`config.mk`:
```
export PLATFORM = sky130hd
export DESIGN_NAME = gesture_offset_tracker_core_flat
export DESIGN_NICKNAME = d
export VERILOG_FILES = /design/src/gotrk_pkg.sv /design/src/gotrk_in_if.sv /design/src/gotrk_out_if.sv /design/src/gesture_offset_tracker_core.sv /design/src/gotrk_time_cmp.sv /design/src/gotrk_serial_div.sv /design/src/flat_wrapper.sv
export SDC_FILE = /design/constraint.sdc
export NUM_CORES = 1
export LEC_CHECK = 0
export BUFFER_PORTS_ARGS = -buffer_cell sky130_fd_sc_hd__buf_2
export CAP_MARGIN = 25
export CORE_ASPECT_RATIO = 2
export CORE_UTILIZATION = 40
export DETAILED_ROUTE_END_ITERATION = 16
export GPL_TIMING_DRIVEN = 0
export HOLD_SLACK_MARGIN = 0.05
export PLACE_DENSITY_LB_ADDON = 0.15
export REMOVE_ABC_BUFFERS = 1
export SLEW_MARGIN = 25
export SYNTH_ARGS = -nofsm -noshare
export SYNTH_HDL_FRONTEND = slang
export SYNTH_SLANG_ARGS = --single-unit
```
`constraint.sdc`:
```
create_clock -name clk -period 8.56 [get_ports clk]
set_input_delay 1.284 -clock clk [delete_from_list [all_inputs] [get_ports clk]]
set_output_delay 1.284 -clock clk [all_outputs]
set_load 0.005 [all_outputs]
```
`src/gotrk_pkg.sv`:
```
`timescale 1ns / 1ps
// Shared constants, types and helper functions for the gesture offset tracker.
// Used by the channel interfaces, the serial arithmetic units and the top level.
package gotrk_pkg;

  localparam int POS_W      = 10;
  localparam int OFS_W      = 11;
  localparam int TIME_W     = 32;
  localparam int PERIOD_W   = 16;
  localparam int JUMP_W     = 10;
  localparam int DIV_W      = 8;
  localparam int CFG_IDX_W  = 3;
  localparam int CFG_DATA_W = 16;

  // Elapsed time compare works on two-bit digits.
  localparam int DIGIT_W     = 2;
  localparam int TIME_DIGITS = TIME_W / DIGIT_W;
  localparam int TIME_CNT_W  = $clog2(TIME_DIGITS);

  // Drift magnitude, and so the quotient, fits in POS_W bits.
  localparam int MAG_W     = POS_W;
  localparam int DIV_CNT_W = $clog2(MAG_W);

  localparam int NUM_AXES  = 3;
  localparam int NUM_OFS   = 4;
  localparam int AXIS_W    = 2;

  localparam logic [PERIOD_W-1:0] SAMPLE_PERIOD_RST = PERIOD_W'(100);
  localparam logic [JUMP_W-1:0]   JUMP_LIMIT_RST    = JUMP_W'(300);
  localparam logic [DIV_W-1:0]    DIV_X_RST         = DIV_W'(30);
  localparam logic [DIV_W-1:0]    DIV_Y1_RST        = DIV_W'(60);
  localparam logic [DIV_W-1:0]    DIV_Y2_RST        = DIV_W'(30);
  localparam logic [DIV_W-1:0]    DIV_Z_RST         = DIV_W'(30);

  localparam logic [CFG_IDX_W-1:0] CFG_SAMPLE_PERIOD = CFG_IDX_W'(0);
  localparam logic [CFG_IDX_W-1:0] CFG_JUMP_LIMIT    = CFG_IDX_W'(1);
  localparam logic [CFG_IDX_W-1:0] CFG_DIV_X         = CFG_IDX_W'(2);
  localparam logic [CFG_IDX_W-1:0] CFG_DIV_Y1        = CFG_IDX_W'(3);
  localparam logic [CFG_IDX_W-1:0] CFG_DIV_Y2        = CFG_IDX_W'(4);
  localparam logic [CFG_IDX_W-1:0] CFG_DIV_Z         = CFG_IDX_W'(5);

  // Offset slots, in the order they are worked out.
  localparam logic [AXIS_W-1:0] OFS_X  = AXIS_W'(0);
  localparam logic [AXIS_W-1:0] OFS_Y1 = AXIS_W'(1);
  localparam logic [AXIS_W-1:0] OFS_Y2 = AXIS_W'(2);
  localparam logic [AXIS_W-1:0] OFS_Z  = AXIS_W'(3);

  typedef logic signed [POS_W-1:0] pos_t;
  typedef logic signed [OFS_W-1:0] ofs_t;

  typedef struct packed {
    logic done;
    logic gt;
  } cmp_stat_t;

  typedef struct packed {
    logic             busy;
    logic             done;
    logic [MAG_W-1:0] quot;
  } div_stat_t;

  // Position axis that feeds an offset slot: both y offsets use the y axis.
  function automatic logic [AXIS_W-1:0] axis_of(input logic [AXIS_W-1:0] slot);
    logic [AXIS_W-1:0] a;
    case (slot)
      OFS_X:   a = AXIS_W'(0);
      OFS_Y1:  a = AXIS_W'(1);
      OFS_Y2:  a = AXIS_W'(1);
      OFS_Z:   a = AXIS_W'(2);
      default: a = AXIS_W'(0);
    endcase
    return a;
  endfunction

endpackage

```
`src/gotrk_in_if.sv`:
```
`timescale 1ns / 1ps
// Input channel of the gesture offset tracker: valid, ready and one reading.
// Depends on gotrk_pkg for the field types.
interface gotrk_in_if;
  logic                              valid;
  logic                              ready;
  gotrk_pkg::pos_t                   x_position;
  gotrk_pkg::pos_t                   y_position;
  gotrk_pkg::pos_t                   z_position;
  logic                              start_req;
  logic [gotrk_pkg::TIME_W-1:0]      now_ms;

  modport source (output valid, x_position, y_position, z_position, start_req, now_ms,
                  input ready);
  modport sink   (input valid, x_position, y_position, z_position, start_req, now_ms,
                  output ready);
endinterface

```
`src/gotrk_out_if.sv`:
```
`timescale 1ns / 1ps
// Result channel of the gesture offset tracker: valid, ready and four offsets.
// Depends on gotrk_pkg for the field types.
interface gotrk_out_if;
  logic            valid;
  logic            ready;
  gotrk_pkg::ofs_t offset_x;
  gotrk_pkg::ofs_t offset_y_primary;
  gotrk_pkg::ofs_t offset_y_secondary;
  gotrk_pkg::ofs_t offset_z;
  logic            sampled;

  modport source (output valid, offset_x, offset_y_primary, offset_y_secondary, offset_z,
                  sampled, input ready);
  modport sink   (input valid, offset_x, offset_y_primary, offset_y_secondary, offset_z,
                  sampled, output ready);
endinterface

```
`src/gesture_offset_tracker_core.sv`:
```
`timescale 1ns / 1ps
// Top level of the gesture offset tracker: control sequencer, state and result register.
// Depends on gotrk_pkg, gotrk_in_if, gotrk_out_if, gotrk_time_cmp and gotrk_serial_div.

// The tracker takes one word at a time. For each word the elapsed time check walks the
// 32-bit timestamp difference two bits a cycle (16 steps) before the sequencer knows
// whether to sample. A word that takes a sample then works out the four offsets in turn;
// they share one bit-serial divider that works out each ten-bit quotient bit by bit,
// and an offset whose anchor is reset skips the divider. The result sits in an output
// register, so a finished word waits there while the next word is accepted and worked on.
// Configuration writes are taken at any time but should be made only while the block is
// idle. Anchor, previous positions, sample time and held offsets clear on reset.
module gesture_offset_tracker_core (
  input  logic                               clk,
  input  logic                               rst_n,
  gotrk_in_if.sink                           in_chan,
  gotrk_out_if.source                        out_chan,
  input  logic                               cfg_we,
  input  logic [gotrk_pkg::CFG_IDX_W-1:0]    cfg_index,
  input  logic [gotrk_pkg::CFG_DATA_W-1:0]   cfg_wdata
);

  typedef enum logic [5:0] {
    S_IDLE  = 6'b000001,
    S_TLOAD = 6'b000010,
    S_TIME  = 6'b000100,
    S_AXIS  = 6'b001000,
    S_DIV   = 6'b010000,
    S_FIN   = 6'b100000
  } state_t;

  state_t state_r;

  // Configuration registers.
  logic [gotrk_pkg::PERIOD_W-1:0] period_r;
  logic [gotrk_pkg::JUMP_W-1:0]   jump_r;
  logic [gotrk_pkg::DIV_W-1:0]    div_x_r, div_y1_r, div_y2_r, div_z_r;

  // Tracking state.
  gotrk_pkg::pos_t                anchor_r [gotrk_pkg::NUM_AXES];
  gotrk_pkg::pos_t                prev_r   [gotrk_pkg::NUM_AXES];
  gotrk_pkg::ofs_t                held_r   [gotrk_pkg::NUM_OFS];
  logic [gotrk_pkg::TIME_W-1:0]   stime_r;

  // The word being worked on.
  gotrk_pkg::pos_t                pos_r    [gotrk_pkg::NUM_AXES];
  logic [gotrk_pkg::TIME_W-1:0]   now_r;
  logic [gotrk_pkg::AXIS_W-1:0]   slot_r;
  logic                           neg_r;
  logic                           sample_r;

  // Result register.
  logic                           out_valid_r;
  gotrk_pkg::ofs_t                out_ofs_r [gotrk_pkg::NUM_OFS];
  logic                           out_sampled_r;

  gotrk_pkg::cmp_stat_t           cmp_stat;
  gotrk_pkg::div_stat_t           div_stat;

  logic                           in_take;
  logic                           out_load;
  logic                           cmp_start;
  logic                           div_start;

  logic [gotrk_pkg::AXIS_W-1:0]   ax;
  gotrk_pkg::pos_t                pos_s, anc_s, prv_s;
  logic [gotrk_pkg::POS_W:0]      drift, step, drift_n, step_n;
  logic [gotrk_pkg::MAG_W-1:0]    drift_mag, step_mag;
  logic                           jump, dir_match, step_zero, skip;
  logic [gotrk_pkg::DIV_W-1:0]    dsel, dsr_eff;
  logic [gotrk_pkg::OFS_W-1:0]    q_ext, ofs_val;
  logic                           slot_done, last_slot;

  assign in_take  = in_chan.valid && in_chan.ready;
  assign in_chan.ready = (state_r == S_IDLE);
  assign out_load = (state_r == S_FIN) && (!out_valid_r || out_chan.ready);

  // Per-offset decision on the axis that feeds the current slot. The second y offset
  // sees whatever anchor the first one left, as the slots run in order.
  always_comb begin
    ax        = gotrk_pkg::axis_of(slot_r);
    pos_s     = pos_r[ax];
    anc_s     = anchor_r[ax];
    prv_s     = prev_r[ax];
    drift     = {pos_s[gotrk_pkg::POS_W-1], pos_s} - {anc_s[gotrk_pkg::POS_W-1], anc_s};
    step      = {pos_s[gotrk_pkg::POS_W-1], pos_s} - {prv_s[gotrk_pkg::POS_W-1], prv_s};
    drift_n   = ~drift + 1'b1;
    step_n    = ~step + 1'b1;
    drift_mag = drift[gotrk_pkg::POS_W] ? drift_n[gotrk_pkg::MAG_W-1:0]
                                        : drift[gotrk_pkg::MAG_W-1:0];
    step_mag  = step[gotrk_pkg::POS_W] ? step_n[gotrk_pkg::MAG_W-1:0]
                                       : step[gotrk_pkg::MAG_W-1:0];
    jump      = (drift_mag > gotrk_pkg::MAG_W'(jump_r)) ||
                (step_mag > gotrk_pkg::MAG_W'(jump_r));
    dir_match = (drift[gotrk_pkg::POS_W] == step[gotrk_pkg::POS_W]);
    step_zero = (step == '0);
    // A jump or a reversal of direction moves the anchor and gives a zero offset.
    skip      = jump || !(dir_match || step_zero);

    case (slot_r)
      gotrk_pkg::OFS_X:  dsel = div_x_r;
      gotrk_pkg::OFS_Y1: dsel = div_y1_r;
      gotrk_pkg::OFS_Y2: dsel = div_y2_r;
      gotrk_pkg::OFS_Z:  dsel = div_z_r;
      default:           dsel = div_x_r;
    endcase
    dsr_eff = (dsel == '0) ? gotrk_pkg::DIV_W'(1) : dsel;

    // The offset is minus the truncated quotient of the drift; x is negated once more.
    q_ext   = gotrk_pkg::OFS_W'({1'b0, div_stat.quot});
    ofs_val = neg_r ? q_ext : (~q_ext + 1'b1);
  end

  assign cmp_start = (state_r == S_TLOAD);
  assign div_start = (state_r == S_AXIS) && !skip;
  assign slot_done = ((state_r == S_AXIS) && skip) || ((state_r == S_DIV) && div_stat.done);
  assign last_slot = (slot_r == gotrk_pkg::OFS_Z);

  gotrk_time_cmp u_time_cmp (
    .clk    (clk),
    .rst_n  (rst_n),
    .start  (cmp_start),
    .now_ms (now_r),
    .since  (stime_r),
    .period (period_r),
    .stat   (cmp_stat)
  );

  gotrk_serial_div u_div (
    .clk      (clk),
    .rst_n    (rst_n),
    .start    (div_start),
    .dividend (drift_mag),
    .divisor  (dsr_eff),
    .stat     (div_stat)
  );

  // Configuration writes keep the low bits of the data; unknown indexes are ignored.
  always_ff @(posedge clk) begin
    if (!rst_n) begin
      period_r <= gotrk_pkg::SAMPLE_PERIOD_RST;
      jump_r   <= gotrk_pkg::JUMP_LIMIT_RST;
      div_x_r  <= gotrk_pkg::DIV_X_RST;
      div_y1_r <= gotrk_pkg::DIV_Y1_RST;
      div_y2_r <= gotrk_pkg::DIV_Y2_RST;
      div_z_r  <= gotrk_pkg::DIV_Z_RST;
    end else if (cfg_we) begin
      case (cfg_index)
        gotrk_pkg::CFG_SAMPLE_PERIOD: period_r <= cfg_wdata[gotrk_pkg::PERIOD_W-1:0];
        gotrk_pkg::CFG_JUMP_LIMIT:    jump_r   <= cfg_wdata[gotrk_pkg::JUMP_W-1:0];
        gotrk_pkg::CFG_DIV_X:         div_x_r  <= cfg_wdata[gotrk_pkg::DIV_W-1:0];
        gotrk_pkg::CFG_DIV_Y1:        div_y1_r <= cfg_wdata[gotrk_pkg::DIV_W-1:0];
        gotrk_pkg::CFG_DIV_Y2:        div_y2_r <= cfg_wdata[gotrk_pkg::DIV_W-1:0];
        gotrk_pkg::CFG_DIV_Z:         div_z_r  <= cfg_wdata[gotrk_pkg::DIV_W-1:0];
        default: ;
      endcase
    end
  end

  // Sequencer and tracking state.
  always_ff @(posedge clk) begin
    if (!rst_n) begin
      state_r     <= S_IDLE;
      slot_r      <= gotrk_pkg::OFS_X;
      sample_r    <= 1'b0;
      out_valid_r <= 1'b0;
      stime_r     <= '0;
      for (int i = 0; i < gotrk_pkg::NUM_AXES; i++) begin
        anchor_r[i] <= '0;
        prev_r[i]   <= '0;
      end
      for (int i = 0; i < gotrk_pkg::NUM_OFS; i++) begin
        held_r[i] <= '0;
      end
    end else begin
      if (out_load) begin
        out_valid_r <= 1'b1;
      end else if (out_chan.ready) begin
        out_valid_r <= 1'b0;
      end

      case (state_r)
        S_IDLE: begin
          if (in_take) begin
            // A start latches before the time check, so that word never samples.
            if (in_chan.start_req) begin
              anchor_r[0] <= in_chan.x_position;
              anchor_r[1] <= in_chan.y_position;
              anchor_r[2] <= in_chan.z_position;
              prev_r[0]   <= in_chan.x_position;
              prev_r[1]   <= in_chan.y_position;
              prev_r[2]   <= in_chan.z_position;
              stime_r     <= in_chan.now_ms;
            end
            state_r <= S_TLOAD;
          end
        end
        S_TLOAD: begin
          state_r <= S_TIME;
        end
        S_TIME: begin
          if (cmp_stat.done) begin
            sample_r <= cmp_stat.gt;
            slot_r   <= gotrk_pkg::OFS_X;
            state_r  <= cmp_stat.gt ? S_AXIS : S_FIN;
          end
        end
        S_AXIS: begin
          if (!skip) begin
            state_r <= S_DIV;
          end
        end
        S_DIV: ;
        S_FIN: begin
          if (out_load) begin
            state_r <= S_IDLE;
          end
        end
        default: state_r <= S_IDLE;
      endcase

      if (slot_done) begin
        if (state_r == S_AXIS) begin
          anchor_r[ax]   <= pos_s;
          held_r[slot_r] <= '0;
        end else begin
          held_r[slot_r] <= ofs_val;
        end
        if (last_slot) begin
          stime_r <= now_r;
          for (int i = 0; i < gotrk_pkg::NUM_AXES; i++) begin
            prev_r[i] <= pos_r[i];
          end
          state_r <= S_FIN;
        end else begin
          slot_r  <= slot_r + 1'b1;
          state_r <= S_AXIS;
        end
      end
    end
  end

  // Word payload and result payload.
  always_ff @(posedge clk) begin
    if (in_take) begin
      pos_r[0] <= in_chan.x_position;
      pos_r[1] <= in_chan.y_position;
      pos_r[2] <= in_chan.z_position;
      now_r    <= in_chan.now_ms;
    end
    if (div_start) begin
      neg_r <= drift[gotrk_pkg::POS_W] ^ (slot_r == gotrk_pkg::OFS_X);
    end
    if (out_load) begin
      for (int i = 0; i < gotrk_pkg::NUM_OFS; i++) begin
        out_ofs_r[i] <= held_r[i];
      end
      out_sampled_r <= sample_r;
    end
  end

  assign out_chan.valid              = out_valid_r;
  assign out_chan.offset_x           = out_ofs_r[0];
  assign out_chan.offset_y_primary   = out_ofs_r[1];
  assign out_chan.offset_y_secondary = out_ofs_r[2];
  assign out_chan.offset_z           = out_ofs_r[3];
  assign out_chan.sampled            = out_sampled_r;

  // The divider is only ever started when it is free.
  a_div_start_free: assert property (@(posedge clk) disable iff (!rst_n)
    div_start |-> !div_stat.busy)
    else $error("divider started while busy");

  // No anchor moves while a quotient is being worked out.
  a_anchor_hold_div: assert property (@(posedge clk) disable iff (!rst_n)
    (state_r == S_DIV) |=> ($stable(anchor_r[0]) && $stable(anchor_r[1]) &&
                            $stable(anchor_r[2])))
    else $error("anchor changed during division");

  // A failed elapsed time check goes straight to the result with no sample flagged.
  a_no_sample_path: assert property (@(posedge clk) disable iff (!rst_n)
    (state_r == S_TIME && cmp_stat.done && !cmp_stat.gt) |=> (state_r == S_FIN && !sample_r))
    else $error("no-sample word took the sampling path");

endmodule

```
`src/gotrk_time_cmp.sv`:
```
`timescale 1ns / 1ps
// Digit-serial elapsed time check: (now - since) mod 2^32 > period, two bits a cycle.
// Depends on gotrk_pkg.
module gotrk_time_cmp (
  input  logic                             clk,
  input  logic                             rst_n,
  input  logic                             start,
  input  logic [gotrk_pkg::TIME_W-1:0]     now_ms,
  input  logic [gotrk_pkg::TIME_W-1:0]     since,
  input  logic [gotrk_pkg::PERIOD_W-1:0]   period,
  output gotrk_pkg::cmp_stat_t             stat
);

  logic [gotrk_pkg::TIME_W-1:0]     a_r, b_r, p_r;
  logic                             borrow_r;
  logic                             gt_r, gt_nxt;
  logic                             busy_r, done_r;
  logic [gotrk_pkg::TIME_CNT_W-1:0] cnt_r;
  logic [gotrk_pkg::DIGIT_W:0]      dig;
  logic [gotrk_pkg::DIGIT_W-1:0]    diff, pd;

  always_comb begin
    dig  = {1'b0, a_r[gotrk_pkg::DIGIT_W-1:0]} - {1'b0, b_r[gotrk_pkg::DIGIT_W-1:0]}
         - {{gotrk_pkg::DIGIT_W{1'b0}}, borrow_r};
    diff = dig[gotrk_pkg::DIGIT_W-1:0];
    pd   = p_r[gotrk_pkg::DIGIT_W-1:0];
    // A higher digit that differs decides the compare over the lower ones.
    gt_nxt = (diff != pd) ? (diff > pd) : gt_r;
  end

  always_ff @(posedge clk) begin
    if (!rst_n) begin
      busy_r <= 1'b0;
      done_r <= 1'b0;
      cnt_r  <= '0;
      gt_r   <= 1'b0;
    end else if (start) begin
      busy_r <= 1'b1;
      done_r <= 1'b0;
      cnt_r  <= '0;
      gt_r   <= 1'b0;
    end else if (busy_r) begin
      gt_r  <= gt_nxt;
      cnt_r <= cnt_r + 1'b1;
      if (cnt_r == gotrk_pkg::TIME_CNT_W'(gotrk_pkg::TIME_DIGITS - 1)) begin
        busy_r <= 1'b0;
        done_r <= 1'b1;
      end
    end else begin
      done_r <= 1'b0;
    end
  end

  always_ff @(posedge clk) begin
    if (start) begin
      a_r      <= now_ms;
      b_r      <= since;
      p_r      <= {{(gotrk_pkg::TIME_W - gotrk_pkg::PERIOD_W){1'b0}}, period};
      borrow_r <= 1'b0;
    end else if (busy_r) begin
      a_r      <= a_r >> gotrk_pkg::DIGIT_W;
      b_r      <= b_r >> gotrk_pkg::DIGIT_W;
      p_r      <= p_r >> gotrk_pkg::DIGIT_W;
      borrow_r <= dig[gotrk_pkg::DIGIT_W];
    end
  end

  assign stat.done = done_r;
  assign stat.gt   = gt_r;

endmodule

```
`src/gotrk_serial_div.sv`:
```
`timescale 1ns / 1ps
// Bit-serial restoring divider: drift magnitude over an 8-bit divisor, one bit a cycle.
// Depends on gotrk_pkg.
module gotrk_serial_div (
  input  logic                           clk,
  input  logic                           rst_n,
  input  logic                           start,
  input  logic [gotrk_pkg::MAG_W-1:0]    dividend,
  input  logic [gotrk_pkg::DIV_W-1:0]    divisor,
  output gotrk_pkg::div_stat_t           stat
);

  logic [gotrk_pkg::MAG_W-1:0]     q_r;
  logic [gotrk_pkg::DIV_W-1:0]     rem_r, rem_nxt, dsr_r;
  logic [gotrk_pkg::DIV_CNT_W-1:0] cnt_r;
  logic                            busy_r, done_r;
  logic [gotrk_pkg::DIV_W:0]       shifted;
  logic [gotrk_pkg::DIV_W+1:0]     trial;
  logic                            fits;

  always_comb begin
    shifted = {rem_r, q_r[gotrk_pkg::MAG_W-1]};
    trial   = {1'b0, shifted} - {2'b00, dsr_r};
    fits    = !trial[gotrk_pkg::DIV_W+1];
    // The remainder stays below the divisor, so eight bits always hold it.
    rem_nxt = fits ? trial[gotrk_pkg::DIV_W-1:0] : shifted[gotrk_pkg::DIV_W-1:0];
  end

  always_ff @(posedge clk) begin
    if (!rst_n) begin
      busy_r <= 1'b0;
      done_r <= 1'b0;
      cnt_r  <= '0;
    end else if (start) begin
      busy_r <= 1'b1;
      done_r <= 1'b0;
      cnt_r  <= '0;
    end else if (busy_r) begin
      cnt_r <= cnt_r + 1'b1;
      if (cnt_r == gotrk_pkg::DIV_CNT_W'(gotrk_pkg::MAG_W - 1)) begin
        busy_r <= 1'b0;
        done_r <= 1'b1;
      end
    end else begin
      done_r <= 1'b0;
    end
  end

  always_ff @(posedge clk) begin
    if (start) begin
      q_r   <= dividend;
      rem_r <= '0;
      dsr_r <= divisor;
    end else if (busy_r) begin
      q_r   <= {q_r[gotrk_pkg::MAG_W-2:0], fits};
      rem_r <= rem_nxt;
    end
  end

  assign stat.busy = busy_r;
  assign stat.done = done_r;
  assign stat.quot = q_r;

endmodule

```
`src/flat_wrapper.sv`:
```
// flat-port wrapper written by rule: the top's interface ports become plain ports
module gesture_offset_tracker_core_flat 
  (clk, rst_n, cfg_we, cfg_index, cfg_wdata, in_chan_valid, in_chan_x_position, in_chan_y_position, in_chan_z_position, in_chan_start_req, in_chan_now_ms, in_chan_ready, out_chan_valid, out_chan_offset_x, out_chan_offset_y_primary, out_chan_offset_y_secondary, out_chan_offset_z, out_chan_sampled, out_chan_ready);
  gotrk_in_if in_chan_i ();
  gotrk_out_if out_chan_i ();
  input  logic clk;
  input  logic rst_n;
  input  logic cfg_we;
  input  logic [gotrk_pkg::CFG_IDX_W-1:0] cfg_index;
  input  logic [gotrk_pkg::CFG_DATA_W-1:0] cfg_wdata;
  input wire logic [$bits(in_chan_i.valid)-1:0] in_chan_valid;
  input wire logic [$bits(in_chan_i.x_position)-1:0] in_chan_x_position;
  input wire logic [$bits(in_chan_i.y_position)-1:0] in_chan_y_position;
  input wire logic [$bits(in_chan_i.z_position)-1:0] in_chan_z_position;
  input wire logic [$bits(in_chan_i.start_req)-1:0] in_chan_start_req;
  input wire logic [$bits(in_chan_i.now_ms)-1:0] in_chan_now_ms;
  output wire logic [$bits(in_chan_i.ready)-1:0] in_chan_ready;
  output wire logic [$bits(out_chan_i.valid)-1:0] out_chan_valid;
  output wire logic [$bits(out_chan_i.offset_x)-1:0] out_chan_offset_x;
  output wire logic [$bits(out_chan_i.offset_y_primary)-1:0] out_chan_offset_y_primary;
  output wire logic [$bits(out_chan_i.offset_y_secondary)-1:0] out_chan_offset_y_secondary;
  output wire logic [$bits(out_chan_i.offset_z)-1:0] out_chan_offset_z;
  output wire logic [$bits(out_chan_i.sampled)-1:0] out_chan_sampled;
  input wire logic [$bits(out_chan_i.ready)-1:0] out_chan_ready;
  assign in_chan_i.valid = in_chan_valid;
  assign in_chan_i.x_position = in_chan_x_position;
  assign in_chan_i.y_position = in_chan_y_position;
  assign in_chan_i.z_position = in_chan_z_position;
  assign in_chan_i.start_req = in_chan_start_req;
  assign in_chan_i.now_ms = in_chan_now_ms;
  assign in_chan_ready = in_chan_i.ready;
  assign out_chan_valid = out_chan_i.valid;
  assign out_chan_offset_x = out_chan_i.offset_x;
  assign out_chan_offset_y_primary = out_chan_i.offset_y_primary;
  assign out_chan_offset_y_secondary = out_chan_i.offset_y_secondary;
  assign out_chan_offset_z = out_chan_i.offset_z;
  assign out_chan_sampled = out_chan_i.sampled;
  assign out_chan_i.ready = out_chan_ready;
  gesture_offset_tracker_core u_core (.clk(clk), .rst_n(rst_n), .in_chan(in_chan_i), .out_chan(out_chan_i), .cfg_we(cfg_we), .cfg_index(cfg_index), .cfg_wdata(cfg_wdata));
endmodule
```
==> flow_metrics.env <==
export IMPL_p_per_area_nw_per_um2=211
export IMPL_synth_common_cells="nand2_1, edfxtp_1, dfxtp_1"
export IMPL_numCtsBuffers=41
export IMPL_syn_avg_cell_area_um2=10.9
export IMPL_yosysTopAreaCellShare_pct=47.1
export IMPL_path_buf_inv=4
export IMPL_synthTopCellsByArea="edfxtp_1, dfxtp_1, nand2_1, ha_1, mux2i_1"
export IMPL_root_buffer="clkbuf_16"
export IMPL_setup_viol=0
export IMPL_setup_tns_ns=0
export IMPL_worstSkewPairLatency_ns=0.56
export IMPL_grt_pass1_vias=14590
export IMPL_cts_sinks=442
export IMPL_port_buffers=133
export IMPL_syn_cell_area_um2=20400
export IMPL_overflow=0
export IMPL_vias=14319
export IMPL_htreeDepth=2
export IMPL_area_growth_pct=15.4
export IMPL_ctsHoldBuffers=0
export IMPL_synth_seq_area_share_pct=59.1
export IMPL_cts_clk_slew_worst_paths_ns=0.07
export IMPL_wl_um=50900
export IMPL_min_period_over_period_pct=95.1
export IMPL_vias_per_cell=5.40
export IMPL_wl_per_cell_um=19.2
export IMPL_start_util_pct=40.6
export IMPL_crit_required_ns=8.88
export IMPL_wl_met2_um=27900
export IMPL_grt_pass1_wl_um=80300
export IMPL_peakVddDrop_v=0.000183
export IMPL_max_slew_margin_pct=36.2
export IMPL_layout_drive_gt1_share_pct=14.4
export IMPL_fmax_mhz=123
export IMPL_dr_pass1_iters=8
export IMPL_die_h_um=321
export IMPL_finalMaxSlewViolations=0
export IMPL_place_congestion=0.908
export IMPL_io_pins=134
export IMPL_cts_max_path_buffers=3
export IMPL_slowest_delay_ns=0.61
export IMPL_fin_skew_ns=0.0182
export IMPL_yosys_area_top_type="edfxtp_1"
export IMPL_yosysWarningCount=0
export IMPL_maxCapViolations=0
export IMPL_leakagePower_nw=8.98
export IMPL_finalPower_mw=4.97
export IMPL_status="complete, no violations"
export IMPL_drc=0
export IMPL_yosysMostFrequentCell="nand2_1"
export IMPL_final_hold_violation_count=0
export IMPL_start_kind="flip-flop"
export IMPL_drtIter0Drc=675
export IMPL_synth_edff_count=320
export IMPL_cp_common_cell="nor2_1"
export IMPL_ys_seq_elements=442
export IMPL_rows=116
export IMPL_die_w_um=162
export IMPL_cts_tree="done"
export IMPL_ant_nets=0
export IMPL_n_antenna_cell=0
export IMPL_ys_async_sr_fraction_pct=0
export IMPL_hold_path_class="flip-flop to flip-flop"
export IMPL_syn_inst=1863
export IMPL_rsz0062_at_grt="false"
export IMPL_cp_end_kind="flip-flop"
export IMPL_dominantRegCellSynth="edfxtp_1"
export IMPL_synth_distinct_cells=77
export IMPL_coreArea_um2=50200
export IMPL_met1_length_um=18800
export IMPL_wl_met3_um=2110
export IMPL_arrival_ns=8.45
export IMPL_nNetsFinal=2124
export IMPL_antenna_found_initial=2
export IMPL_grtUsageTotal_pct=20.0
export IMPL_worstMarginPinSlew_ns=0.956
export IMPL_worst_path_max_delay_cell="or4b_1"
export IMPL_die_area_um2=52000
export IMPL_fin_crit_ns=8.14
export IMPL_cp_max_fo=36
export IMPL_crit_type="flip-flop to flip-flop"
export IMPL_path_delay_family="simple AND/OR/NAND/NOR gates"
export IMPL_grt_max_degree=77
export IMPL_top_layer="met5"
export IMPL_dpl_hpwl_um=35700
-- area by class of cell --
type | count | area [µm²]
Tap cell | 649 | 812
Sequential cell | 442 | 12100
Fill cell | 4728 | 26700
Inverter | 93 | 354
Clock inverter | 27 | 279
Clock buffer | 48 | 1150
Timing Repair Buffer | 162 | 1150
Multi-Input combinational cell | 1232 | 7740
-- final timing paths --
check                                end           startpoint  cells past startpoint  slack [ns]
setup / recovery     u_core.held_r[2][0]     u_core.slot_r[0]                     28        0.42
hold reg to reg   u_core.out_ofs_r[0][4]  u_core.held_r[0][4]                      0        0.42
setup reg to reg     u_core.held_r[2][0]     u_core.slot_r[0]                     28        0.42
hold / removal    u_core.out_ofs_r[0][4]  u_core.held_r[0][4]                      0        0.42
-- metrics by stage --
step	utilization [%]	hold slack [ns]	setup WS (ns)	cells	cell area, µm²
floorplan	-	0.400	0.00463	1767	20000
global placement	42.8	0.405	-4.05	2549	21500
detailed placement	44.0	0.405	-0.119	2577	22100
CTS	46.8	0.420	0.125	2652	23500
global route	46.9	0.422	0.0126	2653	23500
finish	46.9	0.419	0.422	2653	23500
-- cells in the final DEF, fill, tap and decap left out, types with 24 or more instances in the layout --
cell,synthesis,layout
nor2_1,116,113
mux2i_1,55,55
clkbuf_16,0,45
buf_2,5,133
a21oi_1,98,95
inv_1,91,91
a211oi_1,70,70
ha_1,60,58
edfxtp_1,320,320
a22o_1,28,28
xnor2_1,25,24
nand2_1,403,402
dfxtp_1,122,120
o21ai_0,60,60
nand3_1,46,43
-- cells by family (layout without fill, tap and decap cells) --
kind of cell / after synthesis / after routing / share of synthesized area [%]
adders and majority gates: 65 / 65 / 4.17
AOI/OAI and AO/OA: 358 / 358 / 11.9
xor gates and xnor gates: 47 / 47 / 2.09
muxes: 78 / 78 / 4.59
and+or+nand+nor: 684 / 684 / 14.5
buffers and inverters: 189 / 330 / 3.71
DFF: 442 / 442 / 59.1
-- per-layer routing --
metal / track usage [%] / vias up
met1: 21.0 / 6984
met4: 9.10 / 4
met3: 2.55 / 94
li1: - / 6895
met2: 38.7 / 342
met5: 0 / -
-- worst register-to-register path: cells and delay by family (launching register included) --
family | cells | cell delay, ns
xor gates and xnor gates | 1 | 0.49
adders and majority gates | 4 | 1.26
buffers and inverters | 4 | 0.82
DFF | 1 | 0.52
AOI/OAI and AO/OA | 7 | 1.49
muxes | 1 | 0.25
and+or+nand+nor | 11 | 3.06
-- power breakdown --
part / internal, mW / switching [mW]
Sequential: 2.40 / 0.0389
Combinational: 0.220 / 0.354
Clock: 1.12 / 0.834
-- state kept, by name, indices dropped and copies added, names as in the netlist, 4 cells and up --
register / count
u_core.anchor_r: 40
u_core.div_x_r: 8
u_core.div_y1_r: 8
u_core.div_y2_r: 8
u_core.div_z_r: 8
u_core.held_r: 44
u_core.jump_r: 10
u_core.now_r: 32
u_core.out_ofs_r: 44
u_core.period_r: 16
u_core.pos_r: 30
u_core.prev_r: 30
u_core.state_r: 6
u_core.stime_r: 32
u_core.u_div.cnt_r: 4
u_core.u_div.dsr_r: 8
u_core.u_div.q_r: 10
u_core.u_div.rem_r: 8
u_core.u_time_cmp.a_r: 32
u_core.u_time_cmp.b_r: 32
u_core.u_time_cmp.cnt_r: 4
u_core.u_time_cmp.p_r: 16
-- repair_timing --
item / in CTS / in global routing
setup buffers: 0 / 1
pin swaps: 0 / 1
resized for setup: 3 / 3
setup endpoints to repair: 41 / 112
No activity file was read; power rests on OpenSTA's default activity.
